===== config.mk =====
export PLATFORM = sky130hd
export DESIGN_NAME = ddvr_mul
export DESIGN_NICKNAME = d
export VERILOG_FILES = /design/src/rtl/ddvr_pkg.sv /design/src/rtl/ddvr_mul.sv
export SDC_FILE = /design/constraint.sdc
export NUM_CORES = 2
export LEC_CHECK = 0
export ABC_AREA = 1
export BUFFER_PORTS_ARGS = -buffer_cell sky130_fd_sc_hd__buf_2
export CORE_UTILIZATION = 40
export CTS_BUF_LIST = sky130_fd_sc_hd__clkbuf_8
export CTS_CLUSTER_DIAMETER = 40
export DETAILED_ROUTE_END_ITERATION = 16
export GPL_TIMING_DRIVEN = 0
export SYNTH_ARGS = -nofsm -noshare
export SYNTH_HDL_FRONTEND = slang
export SYNTH_SLANG_ARGS = --single-unit

===== constraint.sdc =====
create_clock -name clock -period 22.8 [get_ports clock]
set_input_delay 4.56 -clock clock [delete_from_list [all_inputs] [get_ports clock]]
set_output_delay 4.56 -clock clock [all_outputs]
set_load 0.05 [all_outputs]

===== src/rtl/ddvr_pkg.sv =====
// ----------------------------------------------------------------------------
// ddvr_pkg: shared types and constants for the differential drive ramp
// Widths, register codes, sequencer states and reset values.
// ----------------------------------------------------------------------------
package ddvr_pkg;

   localparam int DATA_W = 32;   // signed Q16.16 speeds
   localparam int CFG_W  = 24;   // register width
   localparam int DT_W   = 16;   // tick elapsed time, Q0.16
   localparam int TMO_W  = 17;   // timeout counter, Q1.16
   localparam int IDX_W  = 3;

   // shared multiplier: signed A x signed B
   localparam int MUL_A_W = DATA_W + 1;
   localparam int MUL_B_W = CFG_W + 1;
   localparam int MUL_P_W = MUL_A_W + MUL_B_W;

   // divider: dividend is |angular| * threshold, divisor is |linear|
   localparam int DIV_N_W = DATA_W + CFG_W;
   localparam int DIV_Q_W = DATA_W;
   localparam int DIV_C_W = $clog2(DIV_Q_W);

   localparam logic [TMO_W-1:0] TIMEOUT_LOAD = TMO_W'(65536);

   localparam logic [CFG_W-1:0] FWD_LIMIT_RST   = CFG_W'(98304);
   localparam logic [CFG_W-1:0] REV_LIMIT_RST   = CFG_W'(16384);
   localparam logic [CFG_W-1:0] TURN_LIMIT_RST  = CFG_W'(51472);
   localparam logic [CFG_W-1:0] TURN_THRESH_RST = CFG_W'(32768);
   localparam logic [CFG_W-1:0] LIN_ACCEL_RST   = CFG_W'(98304);
   localparam logic [CFG_W-1:0] ANG_ACCEL_RST   = CFG_W'(68629);
   localparam logic [CFG_W-1:0] TRACK_RST       = CFG_W'(47514);

   typedef enum logic [IDX_W-1:0] {
      REG_FWD_LIMIT   = 3'd0,
      REG_REV_LIMIT   = 3'd1,
      REG_TURN_LIMIT  = 3'd2,
      REG_TURN_THRESH = 3'd3,
      REG_LIN_ACCEL   = 3'd4,
      REG_ANG_ACCEL   = 3'd5,
      REG_TRACK       = 3'd6
   } reg_idx_type;

   typedef enum logic {
      OP_DRIVE = 1'b0,
      OP_TICK  = 1'b1
   } op_type;

   typedef enum logic [3:0] {
      ST_IDLE,
      ST_CMD_MUL,
      ST_CMD_START,
      ST_CMD_DIV,
      ST_CMD_FIN,
      ST_LIN_MUL,
      ST_ANG_MUL,
      ST_ANG_RAMP,
      ST_WHL_MUL,
      ST_WHL_OUT
   } seq_state_type;

endpackage


===== src/rtl/ddvr_mul.sv =====
// ----------------------------------------------------------------------------
// ddvr_mul: shared registered multiplier
// One signed multiply per cycle; product is registered.
// ----------------------------------------------------------------------------
module ddvr_mul (
   input  logic                                 clock,
   input  logic signed [ddvr_pkg::MUL_A_W-1:0]  a,
   input  logic signed [ddvr_pkg::MUL_B_W-1:0]  b,
   output logic signed [ddvr_pkg::MUL_P_W-1:0]  p
);
   import ddvr_pkg::*;

   logic signed [MUL_P_W-1:0] prod_ff;
   logic signed [MUL_P_W-1:0] prod_in;

   assign prod_in = MUL_P_W'(a) * MUL_P_W'(b);

   always_ff @(posedge clock) begin
      prod_ff <= prod_in;
   end

   assign p = prod_ff;

endmodule


* Word level (Yosys, flattened, before mapping)
Index checks and enable logic that the tools add are counted.
Widths: inputs -> output; s select.
** Word-level totals
- Bits in registers :: 58
- Input port bits :: 59
- Output and inout port bits :: 58
- Logic and storage cells :: 2
** Operators by class
- $mul :: 1
** Operators with widths (count)
- $mul 33x25->58 :: 1

* Longest topological paths before layout
- Depth after elaboration :: 1
- Mapped depth :: 30

* Worst setup path before layout
No wires, ideal clock.
- Path kind :: input to register
- Start :: input a[32] (netlist name)
- End :: register prod_ff[55] (netlist: p[55])
- Library setup time :: 113 ps
- Data arrival time :: 10560 ps
- Data required time :: 22687 ps
- Slack :: 12128 ps
- Stages on the path :: 23
- Buffers on the path :: 2
- Path through :: clkbuf_1 > clkbuf_1 > nand2_1 > inv_1 > fa_1 > fa_1 > inv_1 > fa_1 > inv_1 > fa_1 > fa_1 > fa_1 > fa_1 > ha_1 > nand2_2 > nor2_1 > inv_1 > nor2_1 > and2_1 > and2_1 > nand2_1 > nand4_1 > nand2_1
** Between the ends
- Word-level cells in the longest chain between the ends :: 1
** Ends and longest elaborated chain
- start: declaration :: RTL line ddvr_mul.sv:7 : input logic signed [ddvr_pkg::MUL_A_W-1:0] a,
- $mul 33x25->58 :: RTL line ddvr_mul.sv:16 : assign prod_in = MUL_P_W'(a) * MUL_P_W'(b);
- named net prod_in[55] :: RTL line ddvr_mul.sv:14 : logic signed [MUL_P_W-1:0] prod_in;
- end signal: assignment :: RTL line ddvr_mul.sv:19 : prod_ff <= prod_in;
- end: declaration :: RTL line ddvr_mul.sv:13 : logic signed [MUL_P_W-1:0] prod_ff;
The timed path passes the listed nets, and every way through them passes these cells.

* Final worst setup path
- Start :: input b[11] (netlist name)
- End :: register prod_ff[54] (netlist: p[54])
** Between the ends
- Word-level cells in the longest chain between the ends :: 1
** Ends and longest elaborated chain
- start: declaration :: RTL line ddvr_mul.sv:8 : input logic signed [ddvr_pkg::MUL_B_W-1:0] b,
- $mul 33x25->58 :: RTL line ddvr_mul.sv:16
- named net prod_in[54] :: RTL line ddvr_mul.sv:14
The timed path passes the listed nets, and every way through them passes these cells.

==> reports/metrics.cfg <==
[status]
status=completed

[sta]
hold_viol_final=0
setup_viol=0
slew_violations=0
period_needed_ps=11750
max_slew.worst_pin.slew_ps=1244
tns_ps=0
period_share_pct=51.51
rsz0062_at_grt=no
maxSlewHeadroom_pct=17.08
fmax_mhz=85.14

[cells_and_area]
fillerInstances=8454
layout-drive-gt1-share_pct=2.668
fin_area_mm2=0.03469
largest_reg_flops=58
final_cell_mix=1439 x inv_1, 1312 x nand2_1, 842 x fa_1, 197 x clkbuf_1, 157 x ha_1
area_delta_synth_final_pct=5.531
layout.cells.most_common=inv_1
nets=5475

[drt]
wirelength_mm=117.0
drt_iter0_drc=2636
ant_nets=0
drc_errors=0
avgViaCountPerCell=4.866
wl_per_cell_um=21.31
first_pass_iters=6
vias=26710

[cts]
cts.path.max_buffers=2
cts_setup_buffers=0
root_buffer=clkbuf_8
cts_tree=done
ctsHoldBuffers=0
clock_sinks=58
clk_pin_slew_ps=70
h-tree-depth=3
cts_buffers=9
ctsResizeCount=0

[synthesis]
ys_ff_latch=58
synth_xor_area_share_pct=0.8260
yosysWarnings=0
synthMuxAreaShare_pct=0
synth_cell_type_count=30
syn_area_mm2=0.03287
synth_top_family_by_area=adder cells
syn_nets=5405
synth_compound_area_share_pct=0.9212
ys_seq_area_share_pct=3.533
synth.avg_cell_area_um2=7.561
synthSimpleGateAreaFrac_pct=18.69
synthCells=4347
synthAdderAreaFrac_pct=57.26

[min_path]
hp-class=in2reg

[die]
die_w_um=288.7
boundaryPins=117
core_mm2=0.08094
die_area_mm2=0.08332
die_height_um=288.7
row_count=104
initial_utilization_pct=40.61

[setup_path]
cp.arrival_ps=11970
worstPathRequired_ps=23030
path_max_fanout=10
criticalPathCategory=in2reg
cp-start-kind=input port
end_kind=flip-flop

[grt]
grt.overflow.total=0
track_usage_pct=29.50
grt_pass1_vias=27330
grt_max_degree=15
grt_pass1_wl_mm=177.7
grt_antenna_before_repair=7

[place]
port_buffers=59
placed_area_mm2=0.03449
dp_hpwl_mm=101.8
gp_congestion=1.038

[flow_run]
maxCapViolCount=0

-- worst max-delay path, stage by stage --
cell and delay, ps:
clkbuf_1 700, clkbuf_1 680, nand2_1 230, fa_1 760, inv_1 100, fa_1 790
fa_1 520, fa_1 570, inv_1 50, fa_1 470, fa_1 490, inv_1 50
fa_1 460, ha_1 470, nand2_1 170, nor2_1 200, nand2_1 120, nor3_2 140
and2_1 140, nand2_1 70, nand4_1 80, nand2_1 110
-- Yosys cell counts, drive strengths merged --
cell    instances  area [um^2]
o21bai          4        30.03
ha            157         1964
nor3            9        75.07
nand2        1317         4956
o21ai           9        45.04
nand3          59        305.3
nor4            2        12.51
or2             9        56.31
nand4          21        131.4
a21o            1        7.510
and2           11        68.82
xnor2           8        70.07
buf             1        3.750
a21oi          44        220.2
and3            1        6.260
fa            842        16860
xor2           23        201.4
nor2          127        521.8
clkbuf        197        739.5
and3b           1        8.760
dfxtp          58         1161
inv          1446         5428
-- cells by family (layout without fill, tap and decap cells) --
family	Yosys count	count (layout)
buffers and inverters	1644	1719
and+or+nand+nor	1557	1557
adders and majority gates	999	999
AOI/OAI and AO/OA	58	58
DFF	58	58
xor gates and xnor gates	31	31
other	0	7
-- path summary, 6_finish.rpt --
check,startpoint,endpoint,depth (start not counted)
worst min-delay path,a[0],p[0]$_DFF_P_,3
worst max-delay path,b[11],p[54]$_DFF_P_,22
-- layer usage --
layer | routed length [um] | vias to the layer above | global-route usage [%]
met4 | 3675 | 6 | 8.276
met2 | 50600 | 1333 | 44.54
met5 | 44 | - | 0
met3 | 14200 | 174 | 8.815
li1 | - | 11930 | -
met1 | 48460 | 13260 | 41.01
-- metrics by stage --
stage               worst slack, ps  hold slack, ps  utilization (%)  instances
detailed placement            10760            5028            42.61       5466
CTS                           11110            4770            42.83       5482
global route                  10760            4792            42.83       5482
finish                        11050            4840            42.86       5489
floorplan                     12130            4840                -       4347
global placement              10760            5031            42.61       5466
-- layout make-up --
class / count / area (um^2) / area share [%]
Multi-Input combinational cell: 2645 / 25540 / 73.62
Inverter: 1446 / 5428 / 15.65
Tap cell: 1060 / 1326 / 3.824
Sequential cell: 58 / 1161 / 3.347
Buffer: 198 / 743.2 / 2.143
Timing Repair Buffer: 59 / 295.3 / 0.8513
Clock buffer: 10 / 137.6 / 0.3968
Clock inverter: 6 / 41.29 / 0.1190
Antenna cell: 7 / 17.52 / 0.05050
Power is left out: the tool's default activity adds up to more than one toggle a clock period on the data nets, which glitch-free logic cannot reach.
