### src/rtl/ddvr_pkg.sv
// ----------------------------------------------------------------------------
// ddvr_pkg: shared types and constants for the differential drive ramp
// Widths, register codes, sequencer states and reset values.
// ----------------------------------------------------------------------------
package ddvr_pkg;

   localparam int DATA_W = 32;   // signed Q16.16 speeds
   localparam int CFG_W  = 24;   // register width
   localparam int DT_W   = 16;   // tick elapsed time, Q0.16
   localparam int TMO_W  = 17;   // timeout counter, Q1.16
   localparam int IDX_W  = 3;

   // shared multiplier: signed A x signed B
   localparam int MUL_A_W = DATA_W + 1;
   localparam int MUL_B_W = CFG_W + 1;
   localparam int MUL_P_W = MUL_A_W + MUL_B_W;

   // divider: dividend is |angular| * threshold, divisor is |linear|
   localparam int DIV_N_W = DATA_W + CFG_W;
   localparam int DIV_Q_W = DATA_W;
   localparam int DIV_C_W = $clog2(DIV_Q_W);

   localparam logic [TMO_W-1:0] TIMEOUT_LOAD = TMO_W'(65536);

   localparam logic [CFG_W-1:0] FWD_LIMIT_RST   = CFG_W'(98304);
   localparam logic [CFG_W-1:0] REV_LIMIT_RST   = CFG_W'(16384);
   localparam logic [CFG_W-1:0] TURN_LIMIT_RST  = CFG_W'(51472);
   localparam logic [CFG_W-1:0] TURN_THRESH_RST = CFG_W'(32768);
   localparam logic [CFG_W-1:0] LIN_ACCEL_RST   = CFG_W'(98304);
   localparam logic [CFG_W-1:0] ANG_ACCEL_RST   = CFG_W'(68629);
   localparam logic [CFG_W-1:0] TRACK_RST       = CFG_W'(47514);

   typedef enum logic [IDX_W-1:0] {
      REG_FWD_LIMIT   = 3'd0,
      REG_REV_LIMIT   = 3'd1,
      REG_TURN_LIMIT  = 3'd2,
      REG_TURN_THRESH = 3'd3,
      REG_LIN_ACCEL   = 3'd4,
      REG_ANG_ACCEL   = 3'd5,
      REG_TRACK       = 3'd6
   } reg_idx_type;

   typedef enum logic {
      OP_DRIVE = 1'b0,
      OP_TICK  = 1'b1
   } op_type;

   typedef enum logic [3:0] {
      ST_IDLE,
      ST_CMD_MUL,
      ST_CMD_START,
      ST_CMD_DIV,
      ST_CMD_FIN,
      ST_LIN_MUL,
      ST_ANG_MUL,
      ST_ANG_RAMP,
      ST_WHL_MUL,
      ST_WHL_OUT
   } seq_state_type;

endpackage

### src/rtl/ddvr_div.sv
// ----------------------------------------------------------------------------
// ddvr_div: restoring divider, one quotient bit per cycle
// Quotient is known to fit DIV_Q_W bits, so the upper dividend bits seed the
// remainder and only DIV_Q_W steps are run.
// ----------------------------------------------------------------------------
module ddvr_div (
   input  logic                            clock,
   input  logic                            reset,
   input  logic                            start,
   input  logic [ddvr_pkg::DIV_N_W-1:0]    dividend,
   input  logic [ddvr_pkg::CFG_W-1:0]      divisor,
   output logic                            done,
   output logic [ddvr_pkg::DIV_Q_W-1:0]    quotient
);
   import ddvr_pkg::*;

   logic               busy_ff, busy_in;
   logic [DIV_C_W-1:0] count_ff, count_in;
   logic [CFG_W-1:0]   rem_ff, rem_in;
   logic [DIV_Q_W-1:0] work_ff, work_in;
   logic [CFG_W:0]     trial;
   logic               fits;
   logic               last;

   assign trial = {rem_ff, work_ff[DIV_Q_W-1]};
   assign fits  = trial >= {1'b0, divisor};
   assign last  = count_ff == DIV_C_W'(DIV_Q_W - 1);

   always_comb begin
      busy_in  = busy_ff;
      count_in = count_ff;
      rem_in   = rem_ff;
      work_in  = work_ff;
      if (start) begin
         busy_in  = 1'b1;
         count_in = '0;
         rem_in   = dividend[DIV_N_W-1:DIV_Q_W];
         work_in  = dividend[DIV_Q_W-1:0];
      end else if (busy_ff) begin
         rem_in   = fits ? CFG_W'(trial - {1'b0, divisor}) : trial[CFG_W-1:0];
         work_in  = {work_ff[DIV_Q_W-2:0], fits};
         count_in = count_ff + 1'b1;
         if (last) begin
            busy_in = 1'b0;
         end
      end
   end

   always_ff @(posedge clock) begin
      if (reset) begin
         busy_ff  <= 1'b0;
         count_ff <= '0;
      end else begin
         busy_ff  <= busy_in;
         count_ff <= count_in;
      end
      rem_ff  <= rem_in;
      work_ff <= work_in;
   end

   assign done     = busy_ff & last;
   assign quotient = work_ff;

endmodule

### config.mk
export PLATFORM = sky130hd
export DESIGN_NAME = ddvr_div
export DESIGN_NICKNAME = d
export VERILOG_FILES = /design/src/rtl/ddvr_pkg.sv /design/src/rtl/ddvr_div.sv
export SDC_FILE = /design/constraint.sdc
export NUM_CORES = 1
export LEC_CHECK = 0
export ABC_AREA = 0
export BUFFER_PORTS_ARGS = -buffer_cell sky130_fd_sc_hd__buf_4
export CAP_MARGIN = 40
export CORE_UTILIZATION = 45
export CTS_BUF_LIST = sky130_fd_sc_hd__clkbuf_16
export DETAILED_ROUTE_END_ITERATION = 8
export PLACE_DENSITY = 0.72
export REMOVE_ABC_BUFFERS = 1
export SLEW_MARGIN = 20
export SYNTH_ARGS = -nofsm -noshare
export SYNTH_HDL_FRONTEND = slang
export SYNTH_SLANG_ARGS = --single-unit
### constraint.sdc
create_clock -name clock -period 2.8 [get_ports clock]
set_input_delay 0.56 -clock clock [delete_from_list [all_inputs] [get_ports clock]]
set_output_delay 0.56 -clock clock [all_outputs]
set_load 0.05 [all_outputs]
Word-level counts from Yosys, hierarchy flattened. Cells that the tools add are included.

Add/sub/neg operators: 2. Magnitude comparators: 1. Eq/ne operators: 1. Multiplexer cells: 8. Bitwise logic cells: 1. Reduce and logical (&&, ||, !) cells: 2.

Operator list (count): $mux 24 (3); $mux 32 (2); $ge 25x24->1 (1); $sub 24x24->24 (1); $add 5x1->5 const B (1); $eq 5x5->1 const B (1); $mux 1 (3); $reduce_bool 2->1 (1); $reduce_or 2->1 (1); $and 1x1->1 (1).

Flip-flop bits (word level): 62. Input port bits: 83. Output and inout bits: 33. Logic and storage cells: 19.

Longest topological paths before layout.
Depth after elaboration: 4. Depth in mapped cells: 13. Mapped depth without buffers: 12.

Worst setup path after synthesis. Ideal clock, no wire load.

Path kind: flip-flop to flip-flop. Start point: register work_ff[31] (netlist: quotient[31]). End point: register rem_ff[12] (data pin). Setup time: 0.260 ns. Data arrival time: 2.812 ns. Required time: 2.540 ns. Path slack: -0.272 ns. Stages on the path, launching flop included: 13. Path buffers: 0. Clock period less this slack: 3.072 ns. Path through: edfxtp_1 inv_1 ha_1 inv_1 fa_1 a211oi_1 nor2_1 o31ai_1 nor2b_1 o21ai_0 xor2_1 mux2_2 mux2_2.

Word-level cells in the longest chain between the ends: 4. Elaborated cells between the ends (all ways): 5. Those cells by class: add/sub (1); order compare (1); mux (3).

Ends and longest elaborated chain: start: declaration (RTL line ddvr_div.sv:20) `logic [DIV_Q_W-1:0] work_ff, work_in;`; start signal: assignment (RTL line ddvr_div.sv:58) `work_ff <= work_in;`; $sub 24x24->24 or $ge 25x24->1 (tied branches) (RTL line ddvr_div.sv:40, ddvr_div.sv:26); $mux 24 (*) (RTL line ddvr_div.sv:40) `rem_in = fits ? CFG_W'(trial - {1'b0, divisor}) : trial[CFG_W-1:0];`; $mux 24 (*) (RTL line ddvr_div.sv:39) `end else if (busy_ff) begin`; $mux 24 (*) (RTL line ddvr_div.sv:34) `if (start) begin`; named net rem_in[12] (RTL line ddvr_div.sv:19) `logic [CFG_W-1:0] rem_ff, rem_in;`; end signal: assignment (RTL line ddvr_div.sv:57) `rem_ff <= rem_in;`; end: declaration (RTL line ddvr_div.sv:19).

Mark *: on every way through the listed nets, which the timed path passes. The rest lies on a longest branch. The select of a mux whose other input is x is not followed. A chain may end at the register's enable or synchronous reset.

Worst setup path in the final report.
Start point: register rem_ff[9]. End point: register rem_ff[6] (data pin).

Word-level cells in the longest chain between the ends: 4.

Ends and longest elaborated chain: $ge 25x24->1 (RTL line ddvr_div.sv:26) `assign fits = trial >= {1'b0, divisor};`; $mux 24 (RTL line ddvr_div.sv:40); $mux 24 (RTL line ddvr_div.sv:39); $mux 24 (RTL line ddvr_div.sv:34); named net rem_in[6] (RTL line ddvr_div.sv:19).

The timed path passes the listed nets, and every way through them passes these cells. The select of a mux whose other input is x is not followed.

==> results.sh <==
export IMPL_place_gp_congestion=0.879
export IMPL_netlist_top_cells_area="edfxtp_1 40%, mux2_2 14%, ha_1 7.7%, a21oi_1 3.1%, dfxtp_1 2.8%"
export IMPL_ys_ff_latch=62
export IMPL_critPathRequiredTime_ps=2880
export IMPL_post_route_drc_count=0
export IMPL_final_max_slew_violation_count=0
export IMPL_critical_path_class="register to register"
export IMPL_initial_core_util_pct=46.2
export IMPL_cts_inserted_buffers=9
export IMPL_status="finished clean"
export IMPL_worstHoldStart="reset"
export IMPL_clkPwrFrac_pct=22.5
export IMPL_seq_power_share_pct=27.4
export IMPL_dp_slack_ps=-439
export IMPL_p_leak_nw=2.78
export IMPL_min_period_ps=2800
export IMPL_r2r_cells=10
export IMPL_synth_top_area_cell="edfxtp_1"
export IMPL_power_density_nw_per_um2=777
export IMPL_wl_um=11000
export IMPL_antenna_found_initial=0
export IMPL_diodes=0
export IMPL_arrival_ps=2870
export IMPL_grt_pass1_vias=3764
export IMPL_io_buffers=115
export IMPL_cts_htree_levels=3
export IMPL_critPathLaunchType="register"
export IMPL_cap_violations=0
export IMPL_yosysMostFrequentCell="edfxtp_1"
export IMPL_tightest_slew_ps=430
export IMPL_vias=3670
export IMPL_placed_area_um2=5610
export IMPL_swShare_pct=34.4
export IMPL_grt_use_total_pct=22.1
export IMPL_cts_hold_buf=0
export IMPL_synth_edf_count=56
export IMPL_die_area_um2=9790
export IMPL_fp_dieH_um=98.9
export IMPL_setup_viol=0
export IMPL_p_int_mw=3.18
export IMPL_irDropWorstVdd_v=0.000505
export IMPL_p_comb_share_pct=50.0
export IMPL_grt_pass1_wl_um=16900
export IMPL_r2r_slack_ps=3
export IMPL_fp_dieW_um=98.9
export IMPL_core_area_um2=9150
export IMPL_syn_to_final_growth_pct=47.7
export IMPL_fill_cells=696
export IMPL_rows=35
export IMPL_avgSynthCellArea_um2=10.8
export IMPL_postSynthCellCount=393
export IMPL_cts_tree="done"
export IMPL_switching_power_mw=1.67
export IMPL_overflow=0
export IMPL_period_share_pct=99.9
export IMPL_yosysWarnings=0
export IMPL_avgRoutedWirePerCell_um=16.0
export IMPL_dp_hpwl_um=7830
export IMPL_ys_top_cells_by_count="56 x edfxtp_1, 53 x mux2_2, 32 x inv_1, 26 x a21oi_1, 26 x ha_1"
export IMPL_cp_end_kind="register"
export IMPL_finalHoldViolCount=0
export IMPL_cts_buffer_depth=2
export IMPL_clockRootBuffer="clkbuf_16"
export IMPL_ys_seq_area_share_pct=42.6
export IMPL_ant_nets=0
export IMPL_holdPathStages=2
export IMPL_max_freq_ghz=0.358
export IMPL_clk_pin_slew_ps=60
export IMPL_cts_sinks=62
export IMPL_synth_flop_cell="edfxtp_1"
export IMPL_synth_cell_type_count=47
export IMPL_hold_path_end="busy_ff"
export IMPL_fin_ws_ps=3.16
export IMPL_drive_above_1_share_pct=50.3
export IMPL_path_max_fanout=5
export IMPL_hold_path_class="input port to register"
export IMPL_syn_area_um2=4230
export IMPL_via_per_inst=5.33
export IMPL_async_reset_ff_share_pct=0
export IMPL_clock_latency_ps=330
export IMPL_nets=682
export IMPL_pin_count=116
export IMPL_r2r_start="rem_ff[9]"
export IMPL_max_slew_margin_pct=71.0
export IMPL_grt_max_degree=45
export IMPL_drt_iter0_markers=128
export IMPL_finClkSkew_ps=8.53
export IMPL_first_pass_iters=5
export IMPL_post_route_cell_area_um2=6250
export IMPL_rsz0062_at_grt="yes"
export IMPL_synth_top_area_share_pct=39.8
export IMPL_r2r_end="rem_ff[6]"
==> cell families (layout without fill, tap and decap cells) <==
logic type      count (synthesis)  in the layout  synth area share, %
xor+xnor                       19             19                 3.94
simple gates                   98             98                 12.1
fa+ha+maj                      27             27                 8.17
buf+inv                        47            231                 5.12
flops                          62             62                 42.6
mux                            60             60                 15.8
compound gates                 80             80                 12.2
==> worst max-delay path: stages (launching register included) <==
cell      delay, ps
edfxtp_1        440
ha_4            300
nand4_1         140
or3_4           370
a21oi_4         150
o21ai_2          80
a21oi_2         180
or2_4           170
buf_6           130
mux2_2          330
mux2_2          250
==> placed cells by master, fill, tap and decap left out, types with 7 or more instances in the layout <==
cell         n
edfxtp_1    56
ha_4         8
xnor2_1     12
ha_1        17
a21oi_1     23
nor2b_1     10
buf_4      178
mux2_2      40
inv_1       32
o21ai_0     11
nor3_1      11
clkbuf_16    9
mux2_4      14
nand2_1     23
nor2_1      15
xor2_1       7
==> per-stage QoR <==
| step | power (mW) | instances | hold WS [ps] | setup TNS (ps) | util, % |
|---|---|---|---|---|---|
| final | 4.85 | 688 | 446 | 0 | 68.2 |
| after global routing | 5.12 | 688 | 439 | -656 | 68.2 |
| after CTS | 4.59 | 684 | 431 | -80.7 | 65.2 |
| after detailed placement | 3.42 | 666 | 542 | -6250 | 61.3 |
| after global placement | 3.36 | 666 | 515 | -5090 | 61.3 |
| after floorplan | 2.60 | 378 | 498 | -6540 | - |
==> how the worst max path moves through the flow <==
stage                 startpoint         end  slack [ps]
CTS                 quotient[31]  rem_ff[12]         -20
floorplan            divisor[10]  rem_ff[10]        -490
global placement      divisor[0]  rem_ff[16]        -390
global route           rem_ff[9]  rem_ff[10]         -70
finish                 rem_ff[9]   rem_ff[6]           3
detailed placement    divisor[0]  rem_ff[16]        -440
==> layer usage <==
layer	track usage [%]	part of all wire (%)	vias to the layer above
li1	-	-	1816
met3	7.16	6.7	18
met2	36.1	49	113
met5	0	0	-
met4	10.2	1.6	0
met1	26.6	43	1723
==> layout make-up <==
class	instances	area [um^2]	share of cell area, %
Clock buffer	9	225	3.61
Clock inverter	7	66.3	1.06
Tap cell	111	139	2.22
Timing Repair Buffer	183	1400	22.4
Inverter	32	120	1.92
Multi-Input combinational cell	284	2490	39.9
Sequential cell	62	1800	28.8
==> registers in the layout, summed over array words and instances (netlist names) <==
signal	count
busy_ff	1
count_ff	5
rem_ff	24
quotient	32
==> what timing repair did <==
action                                  CTS  global route
hold endpoints to repair                  0             0
gates resized for setup                  12            50
endpoints found under the setup margin   18            22
pin swaps                                 6            20
setup buffers                             2             5
==> power groups by stage <==
stage / clock network, mW / logic, mW / registers (mW)
detailed placement: 0 / 2.09 / 1.33
global placement: 0 / 2.04 / 1.32
finish: 1.09 / 2.43 / 1.33
CTS: 1.12 / 2.15 / 1.31
global route: 1.14 / 2.63 / 1.35
floorplan: 0 / 1.12 / 1.48
Power figures use the tool's default switching activity.
